`config.mk`:
```
export PLATFORM = sky130hd
export DESIGN_NAME = orbit_phase_position_generator_core
export DESIGN_NICKNAME = d
export VERILOG_FILES = /design/src/hw/rtl/oppg_pkg.sv /design/src/hw/rtl/orbit_phase_position_generator_core.sv
export SDC_FILE = /design/constraint.sdc
export NUM_CORES = 2
export LEC_CHECK = 0
export BUFFER_PORTS_ARGS = -buffer_cell sky130_fd_sc_hd__buf_2
export CAP_MARGIN = 20
export CORE_ASPECT_RATIO = 0.5
export CORE_MARGIN = 5
export CORE_UTILIZATION = 65
export DETAILED_ROUTE_END_ITERATION = 16
export HOLD_SLACK_MARGIN = 0.03
export PLACE_DENSITY_LB_ADDON = 0.2
export SLEW_MARGIN = 0
export SYNTH_ARGS = -nofsm -noshare
export SYNTH_HDL_FRONTEND = slang
export SYNTH_SLANG_ARGS = --single-unit
```
`constraint.sdc`:
```
create_clock -name clk -period 11.3 [get_ports clk]
set_input_delay 1.13 -clock clk [delete_from_list [all_inputs] [get_ports clk]]
set_output_delay 1.13 -clock clk [all_outputs]
set_load 0.01 [all_outputs]
```
`src/hw/rtl/oppg_pkg.sv`:
```
// Package: shared types, register indexes, axis codes and CORDIC constants of the orbit generator.
package oppg_pkg;

	localparam int PHASE_BITS_DEF = 32;
	localparam int TRIG_BITS_DEF  = 16;

	localparam int STEP_W     = 16;
	localparam int SPEED_W    = 32;
	localparam int RADIUS_W   = 16;
	localparam int MODE_W     = 3;
	localparam int POS_W      = 17;
	localparam int CFG_DATA_W = 32;
	localparam int CFG_IDX_W  = 2;

	// serial multiplier digit
	localparam int DIGIT_W = 4;

	// angle in units of 2^-32 turn, CORDIC datapath with 30 fraction bits
	localparam int ANGLE_W  = 32;
	localparam int CORDIC_W = 32;
	localparam int CORDIC_FRAC = 30;

	localparam logic [CFG_IDX_W-1:0] REG_SPEED  = 2'd0;
	localparam logic [CFG_IDX_W-1:0] REG_RADIUS = 2'd1;
	localparam logic [CFG_IDX_W-1:0] REG_MODE   = 2'd2;

	// placement of sine (S) and cosine (C)
	localparam logic [MODE_W-1:0] AXIS_XY_SC = 3'd0;
	localparam logic [MODE_W-1:0] AXIS_XZ_SC = 3'd1;
	localparam logic [MODE_W-1:0] AXIS_XZ_CS = 3'd2;
	localparam logic [MODE_W-1:0] AXIS_XY_CS = 3'd3;
	localparam logic [MODE_W-1:0] AXIS_YZ_CS = 3'd4;
	localparam logic [MODE_W-1:0] AXIS_YZ_SC = 3'd5;

	localparam logic [CORDIC_W-1:0] CORDIC_GAIN = 32'd652032874;

	localparam int ATAN_N     = 24;
	localparam int ATAN_IDX_W = 5;
	localparam logic [ANGLE_W-1:0] ATAN_TURN [ATAN_N] = '{
		32'h20000000, 32'h12E4051E, 32'h09FB385B, 32'h051111D4, 32'h028B0D43, 32'h0145D7E1,
		32'h00A2F61E, 32'h00517C55, 32'h0028BE53, 32'h00145F2F, 32'h000A2F98, 32'h000517CC,
		32'h00028BE6, 32'h000145F3, 32'h0000A2FA, 32'h0000517D, 32'h000028BE, 32'h0000145F,
		32'h00000A30, 32'h00000518, 32'h0000028C, 32'h00000146, 32'h000000A3, 32'h00000051
	};

	typedef enum logic [2:0] {
		ST_IDLE,
		ST_MUL,
		ST_ACCUM,
		ST_ROTATE,
		ST_MAG,
		ST_SCALE,
		ST_FINISH
	} state_t;

endpackage

```
`src/hw/rtl/orbit_phase_position_generator_core.sv`:
```
// Top level: orbit position generator with phase accumulator, iterative CORDIC and serial scaling.
//
//  channel  | handshake              | payload
//  ---------+------------------------+-------------------------------------
//  input    | in_valid / in_ready    | time_step
//  output   | out_valid / out_ready  | pos_x, pos_y, pos_z
//  config   | cfg_we (no wait)       | cfg_index, cfg_data
//
// One transaction runs through the accept, the digit-serial speed*step product, the phase add,
// TRIG_BITS rotations on the shared CORDIC rotator (the bulk of the work), the magnitude step,
// the radius scaling and the output load.
// Reset clears the phase, the registers and all control state.
// A result that waits on out_ready holds the output register; a new transaction is still
// accepted and runs up to the output load, where it stalls until the register frees.

module orbit_phase_position_generator_core #(
	parameter int PHASE_BITS = oppg_pkg::PHASE_BITS_DEF,
	parameter int TRIG_BITS  = oppg_pkg::TRIG_BITS_DEF
) (
	input  logic                                clk,
	input  logic                                arst_n,

	input  logic                                cfg_we,
	input  logic [oppg_pkg::CFG_IDX_W-1:0]      cfg_index,
	input  logic [oppg_pkg::CFG_DATA_W-1:0]     cfg_data,

	input  logic                                in_valid,
	output logic                                in_ready,
	input  logic [oppg_pkg::STEP_W-1:0]         time_step,

	output logic                                out_valid,
	input  logic                                out_ready,
	output logic signed [oppg_pkg::POS_W-1:0]   pos_x,
	output logic signed [oppg_pkg::POS_W-1:0]   pos_y,
	output logic signed [oppg_pkg::POS_W-1:0]   pos_z
);
	import oppg_pkg::*;

	localparam int DIGITS  = STEP_W / DIGIT_W;
	localparam int DIG_CW  = $clog2(DIGITS);
	localparam int IT_W    = $clog2(TRIG_BITS);
	localparam int MAG_W   = TRIG_BITS + 1;          // magnitude clamped to 2^TRIG_BITS
	localparam int SH_W    = TRIG_BITS + 2;          // magnitude before the clamp
	localparam int MSUM_W  = SPEED_W + DIGIT_W;
	localparam int SSUM_W  = MAG_W + DIGIT_W;
	localparam int PROD_W  = SPEED_W + STEP_W;

	localparam logic [MAG_W-1:0] MAG_LIM = MAG_W'(1) << TRIG_BITS;

	// configuration registers
	logic [SPEED_W-1:0]  speed_q;
	logic [RADIUS_W-1:0] radius_q;
	logic [MODE_W-1:0]   mode_q;

	// sequencer
	state_t              state_q, state_nx;
	logic [DIG_CW-1:0]   dig_q;
	logic [IT_W-1:0]     iter_q;
	logic                out_load;

	// speed * step, one step digit per cycle, low digits shift out into mul_lo_q
	logic [STEP_W-1:0]   step_q;
	logic [SPEED_W-1:0]  mul_acc_q;
	logic [STEP_W-1:0]   mul_lo_q;
	logic [MSUM_W-1:0]   mul_sum;
	logic [PROD_W-1:0]   prod_w;

	// phase
	logic [PHASE_BITS-1:0] phase_q;
	logic [PHASE_BITS-1:0] inc;
	logic [PHASE_BITS-1:0] phase_nx;
	logic [ANGLE_W-1:0]    angle;
	logic                  fold;
	logic [ANGLE_W-1:0]    z_init;

	// CORDIC
	logic signed [CORDIC_W-1:0] x_q, y_q, z_q;
	logic                       neg_q;
	logic signed [CORDIC_W-1:0] dx, dy, dz;

	// scaling lanes: s (sine) and c (cosine)
	logic [RADIUS_W-1:0] rad_q;
	logic [MAG_W-1:0]    mag_s_q, mag_c_q;
	logic                sgn_s_q, sgn_c_q;
	logic [MAG_W-1:0]    acc_s_q, acc_c_q;
	logic [RADIUS_W-1:0] lo_s_q, lo_c_q;
	logic [SSUM_W-1:0]   sum_s, sum_c;
	logic signed [CORDIC_W-1:0] x_fin, y_fin;
	logic [RADIUS_W-1:0] prod_s, prod_c;
	logic signed [POS_W-1:0] term_s, term_c;
	logic signed [POS_W-1:0] px, py, pz;

	logic                    out_valid_q;
	logic signed [POS_W-1:0] pos_x_q, pos_y_q, pos_z_q;

	// magnitude of a CORDIC value reduced to TRIG_BITS fraction bits and clamped
	function automatic logic [MAG_W-1:0] mag_of(input logic signed [CORDIC_W-1:0] v);
		logic [CORDIC_W-1:0] a;
		logic [SH_W-1:0]     sh;
		a  = v[CORDIC_W-1] ? CORDIC_W'(-v) : CORDIC_W'(v);
		sh = SH_W'(a >> (CORDIC_FRAC - TRIG_BITS));
		mag_of = (sh > SH_W'(MAG_LIM)) ? MAG_LIM : sh[MAG_W-1:0];
	endfunction

	// configuration writes
	always_ff @(posedge clk or negedge arst_n) begin
		if (!arst_n) begin
			speed_q  <= '0;
			radius_q <= '0;
			mode_q   <= '0;
		end else if (cfg_we) begin
			unique case (cfg_index)
				REG_SPEED:  speed_q  <= cfg_data[SPEED_W-1:0];
				REG_RADIUS: radius_q <= cfg_data[RADIUS_W-1:0];
				REG_MODE:   mode_q   <= cfg_data[MODE_W-1:0];
				default: ;  // drop writes beyond the register list
			endcase
		end
	end

	// serial product: add speed * digit, shift the low digit out
	assign mul_sum = MSUM_W'(mul_acc_q) + MSUM_W'(speed_q) * MSUM_W'(step_q[DIGIT_W-1:0]);
	assign prod_w  = {mul_acc_q, mul_lo_q};

	// align the product and the accumulator to PHASE_BITS
	generate
		if (PHASE_BITS >= ANGLE_W) begin : g_phase_wide
			assign inc   = PHASE_BITS'(prod_w) << (PHASE_BITS - ANGLE_W);
			assign angle = phase_nx[PHASE_BITS-1 -: ANGLE_W];
		end else begin : g_phase_narrow
			assign inc   = PHASE_BITS'(prod_w >> (ANGLE_W - PHASE_BITS));
			assign angle = {phase_nx, {(ANGLE_W - PHASE_BITS){1'b0}}};
		end
	endgenerate

	assign phase_nx = phase_q + inc;

	// beyond a quarter turn either way: take off half a turn and negate the results
	assign fold   = (angle > 32'h4000_0000) && (angle < 32'hC000_0000);
	assign z_init = fold ? {~angle[ANGLE_W-1], angle[ANGLE_W-2:0]} : angle;

	// one rotation per cycle; >>> rounds toward minus infinity
	assign dx = y_q >>> iter_q;
	assign dy = x_q >>> iter_q;
	assign dz = signed'(ATAN_TURN[ATAN_IDX_W'(iter_q)]);

	assign x_fin = neg_q ? -x_q : x_q;
	assign y_fin = neg_q ? -y_q : y_q;

	// serial radius scaling, both lanes share the radius digit
	assign sum_s = SSUM_W'(acc_s_q) + SSUM_W'(mag_s_q) * SSUM_W'(rad_q[DIGIT_W-1:0]);
	assign sum_c = SSUM_W'(acc_c_q) + SSUM_W'(mag_c_q) * SSUM_W'(rad_q[DIGIT_W-1:0]);

	assign prod_s = RADIUS_W'({acc_s_q, lo_s_q} >> TRIG_BITS);
	assign prod_c = RADIUS_W'({acc_c_q, lo_c_q} >> TRIG_BITS);

	assign term_s = sgn_s_q ? -signed'({1'b0, prod_s}) : signed'({1'b0, prod_s});
	assign term_c = sgn_c_q ? -signed'({1'b0, prod_c}) : signed'({1'b0, prod_c});

	// place the terms; the codes past the list give the origin
	always_comb begin
		px = '0;
		py = '0;
		pz = '0;
		unique case (mode_q)
			AXIS_XY_SC: begin px = term_s; py = term_c; end
			AXIS_XZ_SC: begin px = term_s; pz = term_c; end
			AXIS_XZ_CS: begin px = term_c; pz = term_s; end
			AXIS_XY_CS: begin px = term_c; py = term_s; end
			AXIS_YZ_CS: begin py = term_c; pz = term_s; end
			AXIS_YZ_SC: begin py = term_s; pz = term_c; end
			default: ;
		endcase
	end

	// next state
	always_comb begin
		state_nx = state_q;
		unique case (state_q)
			ST_IDLE:   if (in_valid) state_nx = ST_MUL;
			ST_MUL:    if (dig_q == DIG_CW'(DIGITS - 1)) state_nx = ST_ACCUM;
			ST_ACCUM:  state_nx = ST_ROTATE;
			ST_ROTATE: if (iter_q == IT_W'(TRIG_BITS - 1)) state_nx = ST_MAG;
			ST_MAG:    state_nx = ST_SCALE;
			ST_SCALE:  if (dig_q == DIG_CW'(DIGITS - 1)) state_nx = ST_FINISH;
			ST_FINISH: if (!out_valid_q || out_ready) state_nx = ST_IDLE;
			default:   state_nx = ST_IDLE;
		endcase
	end

	// state outputs
	always_comb begin
		in_ready = 1'b0;
		out_load = 1'b0;
		unique case (state_q)
			ST_IDLE:   in_ready = 1'b1;
			ST_FINISH: out_load = !out_valid_q || out_ready;
			default: ;
		endcase
	end

	// control state
	always_ff @(posedge clk or negedge arst_n) begin
		if (!arst_n) begin
			state_q     <= ST_IDLE;
			dig_q       <= '0;
			iter_q      <= '0;
			phase_q     <= '0;
			out_valid_q <= 1'b0;
		end else begin
			state_q <= state_nx;
			if (state_q == ST_MUL || state_q == ST_SCALE) begin
				dig_q <= dig_q + DIG_CW'(1);
			end else begin
				dig_q <= '0;
			end
			if (state_q == ST_ROTATE) begin
				iter_q <= iter_q + IT_W'(1);
			end else begin
				iter_q <= '0;
			end
			if (state_q == ST_ACCUM) begin
				phase_q <= phase_nx;
			end
			if (out_load) begin
				out_valid_q <= 1'b1;
			end else if (out_ready) begin
				out_valid_q <= 1'b0;
			end
		end
	end

	// datapath
	always_ff @(posedge clk) begin
		unique case (state_q)
			ST_IDLE: begin
				step_q    <= time_step;
				mul_acc_q <= '0;
				mul_lo_q  <= '0;
			end
			ST_MUL: begin
				step_q    <= step_q >> DIGIT_W;
				mul_acc_q <= SPEED_W'(mul_sum >> DIGIT_W);
				mul_lo_q  <= {mul_sum[DIGIT_W-1:0], mul_lo_q[STEP_W-1:DIGIT_W]};
			end
			ST_ACCUM: begin
				x_q   <= signed'(CORDIC_GAIN);
				y_q   <= '0;
				z_q   <= signed'(z_init);
				neg_q <= fold;
			end
			ST_ROTATE: begin
				if (!z_q[CORDIC_W-1]) begin
					x_q <= x_q - dx;
					y_q <= y_q + dy;
					z_q <= z_q - dz;
				end else begin
					x_q <= x_q + dx;
					y_q <= y_q - dy;
					z_q <= z_q + dz;
				end
			end
			ST_MAG: begin
				mag_s_q <= mag_of(y_fin);
				mag_c_q <= mag_of(x_fin);
				sgn_s_q <= y_fin[CORDIC_W-1];
				sgn_c_q <= x_fin[CORDIC_W-1];
				rad_q   <= radius_q;
				acc_s_q <= '0;
				acc_c_q <= '0;
				lo_s_q  <= '0;
				lo_c_q  <= '0;
			end
			ST_SCALE: begin
				rad_q   <= rad_q >> DIGIT_W;
				acc_s_q <= MAG_W'(sum_s >> DIGIT_W);
				acc_c_q <= MAG_W'(sum_c >> DIGIT_W);
				lo_s_q  <= {sum_s[DIGIT_W-1:0], lo_s_q[RADIUS_W-1:DIGIT_W]};
				lo_c_q  <= {sum_c[DIGIT_W-1:0], lo_c_q[RADIUS_W-1:DIGIT_W]};
			end
			default: ;
		endcase
		if (out_load) begin
			pos_x_q <= px;
			pos_y_q <= py;
			pos_z_q <= pz;
		end
	end

	assign out_valid = out_valid_q;
	assign pos_x     = pos_x_q;
	assign pos_y     = pos_y_q;
	assign pos_z     = pos_z_q;

endmodule

```
==> results by group <==
Worst setup path
  • Worst Reg-to-Reg Cells: 18
  • Critical path capture point type: flop
  • CP Launch Type: flop
  • Crit path DAT: 7.35 ns
  • Reg2Reg Setup Slack: 4.27 ns
  • Crit Path Max Fanout: 46
  • CP startpoint: iter_q[0]
  • CP endpoint: x_q[30]
  • Reg-to-Reg Start: iter_q[0]
  • WS Path Type: flop to flop
  • Crit Reg-Reg Endpoint: x_q[30]
  • Critical path required time: 11.61 ns

Finish
  • Register area: 11300 um^2
  • N_diodes: 0
  • Post-route insts no fill: 5024
  • P&R area growth vs syn: 6.16%
  • Layout cell share with drive strength beyond 1: 10.3%
  • Footprint of the multi-input gates: 25800 um^2
  • Fill count: 4512
  • Final net count: 4665
  • Most frequent cells in the layout: 372 x inv_1, 341 x nor2_1, 310 x nand2_1
  • Commonest non-fill, non-tap cell in the layout: inv_1

Timing
  • Final period util: 62.2%
  • Minimum clock period: 7.03 ns
  • Max Fclk: 142 MHz
  • Post-route setup TNS: 0 ns
  • Slew headroom: 27.1%
  • RSZ-0062 raised after global routing: no
  • PnR worst setup slack: 4.27 ns
  • Tightest Pin Transition: 1.09 ns
  • Final setup viols: 0
  • Minimum hold slack: 0.445 ns
  • Clock skew: 0.0219 ns
  • Endpoints failing hold: 0
  • Slew Limit Fails: 0

Floorplanning
  • Top Ports: 108
  • Row cnt: 63
  • Core area: 59400 um^2
  • Initial Util: 66.0%
  • Die area: 65600 um^2
  • Die height: 184 um
  • Die X: 357 um

Routing
  • Vias: 31500
  • Post-DR vias/cell: 6.28
  • ANT nets after route: 0
  • Residual DRC count: 0
  • DRT Pass-1 Iters: 7
  • Initial drt markers: 2634
  • Routed wire per std cell: 19.2 um
  • Final WL: 96500 um

Synth
  • Synth top area cells: edfxtp_1 23%, fa_1 9.4%, ha_1 7.8%
  • Synth top area share: 22.8%
  • Post-synthesis sequential area ratio: 28.8%
  • Synth async-reset ratio: 23.8%
  • Syn avg cell area: 9.36 um^2
  • Synth Register Bits: 391
  • Synth area leader: edfxtp_1
  • Cell variety after synth: 104
  • Cells after Synth: 4189
  • Post-synth EDFFs: 298
  • Prevailing post-synth register cell: edfxtp_1
  • Total of warnings raised by yosys: 0
  • Netlist Area Pre-Place: 39200 um^2
  • Net Count, Synth: 4674

Place
  • Routability cong.: 0.929
  • Pre-CTS setup slack: 4.37 ns
  • Post-DP HPWL: 71600 um
  • Port bufs: 107
  • Placed insts: 4949

CTS
  • H-tree Lvls: 2
  • CTS buffer count: 40
  • Post-CTS Setup Repair Bufs: 0
  • Hold-fix buffer count after cts: 0
  • Clock slew at reported path FFs: 0.07 ns
  • Clk root buf: clkbuf_16
  • CTS tree: yes
  • Clock Latency Late Sink: 0.58 ns
  • Clk sinks: 391
  • Max clock buf depth: 3
  • CTS resizes: 0

GRT
  • First-pass GRT wire length: 157000 um
  • Vias in the first global route: 31200
  • Largest net degree at the start of global routing: 74
  • Overflow after GRT: 0
  • Initial antenna violation count: 1
  • GRT Util Overall: 29.0%

Outcome
  • Outcome: finished, final reports clean

Worst hold path
  • Type of the worst min-delay path: flop to flop

Flow run
  • Max-Cap Viols: 0
[through the flow]
step / area, um^2 / utilization, %
after floorplan: 39200 / -
after global placement: 40200 / 67.7
after detailed placement: 40200 / 67.7
after CTS: 41600 / 70.0
after global routing: 41600 / 70.0
final: 41600 / 70.0
[worst min path at each step]
| stage | startpoint | to | slack (ns) | cells after the start |
|---|---|---|---|---|
| floorplan | dig_q[0] | dig_q[0] | 0.41 | 1 |
| global placement | dig_q[0] | dig_q[0] | 0.42 | 1 |
| detailed placement | dig_q[0] | dig_q[0] | 0.43 | 1 |
| CTS | dig_q[0] | dig_q[0] | 0.44 | 1 |
| global route | dig_q[0] | dig_q[0] | 0.47 | 1 |
| finish | dig_q[0] | dig_q[0] | 0.44 | 1 |
[synthesized netlist by cell type, types with 93 or more instances]
cell,number
clkbuf_1,136
o21ai_0,196
dfrtp_1,93
fa_1,185
inv_1,373
a21oi_1,218
edfxtp_1,298
and2_1,279
nand2_1,312
xnor2_1,195
mux2_2,104
xor2_1,124
nor2_1,343
ha_1,245
[critical path, stage by stage (launching register included)]
cell       delay, ns
dfrtp_4         0.74
buf_4           0.67
mux4_1          0.71
mux4_2          0.54
inv_1           0.08
ha_1            0.19
and4_1          0.32
nor2_1          0.08
xnor2_1         0.16
ha_1            0.37
a21boi_0        0.38
o31ai_1         0.21
a2111oi_0       0.65
nor4_1          0.18
o41ai_1         0.78
a211oi_1        0.21
o31ai_1         0.29
xnor2_1         0.15
nor2_1          0.05
[sequential cells by signal, indices dropped and copies added, names as in the netlist, 4 cells and up]
name,cells
acc_c_q,17
acc_s_q,17
iter_q,4
mag_c_q,17
mag_s_q,17
mul_acc_q,32
mul_lo_q,16
phase_q,32
pos_x,17
pos_y,17
pos_z,17
rad_q,16
radius_q,16
speed_q,32
step_q,16
x_q,32
y_q,32
z_q,32
[cell type report]
cell class                      instances  share of cell area [%]
Tap cell                              812                    2.44
Multi-Input combinational cell       3234                    61.9
Sequential cell                       391                    27.1
Clock inverter                         25                   0.589
Clock buffer                           49                    2.71
Timing Repair Buffer                  136                    1.85
Inverter                              377                    3.40
[per-layer routing]
| metal | up-vias | share of wire (%) | global-route usage (%) |
|---|---|---|---|
| li1 | 14800 | - | - |
| met3 | 207 | 7.4 | 5.36 |
| met4 | 0 | 2.4 | 7.63 |
| met5 | - | 0 | 0 |
| met1 | 15400 | 43 | 38.6 |
| met2 | 1159 | 47 | 49.5 |
[cell families after synthesis]
group / Yosys count / share of synthesized area (%)
and+or+nand+nor: 1395 / 18.3
AOI/OAI and AO/OA: 864 / 14.2
buffers and inverters: 564 / 5.65
adders and majority gates: 430 / 17.3
DFF: 391 / 28.8
xor gates and xnor gates: 320 / 7.17
muxes: 225 / 8.67
Power is not shown: default switching activity piles up to over one toggle a cycle in this logic, so the estimate is an artifact.
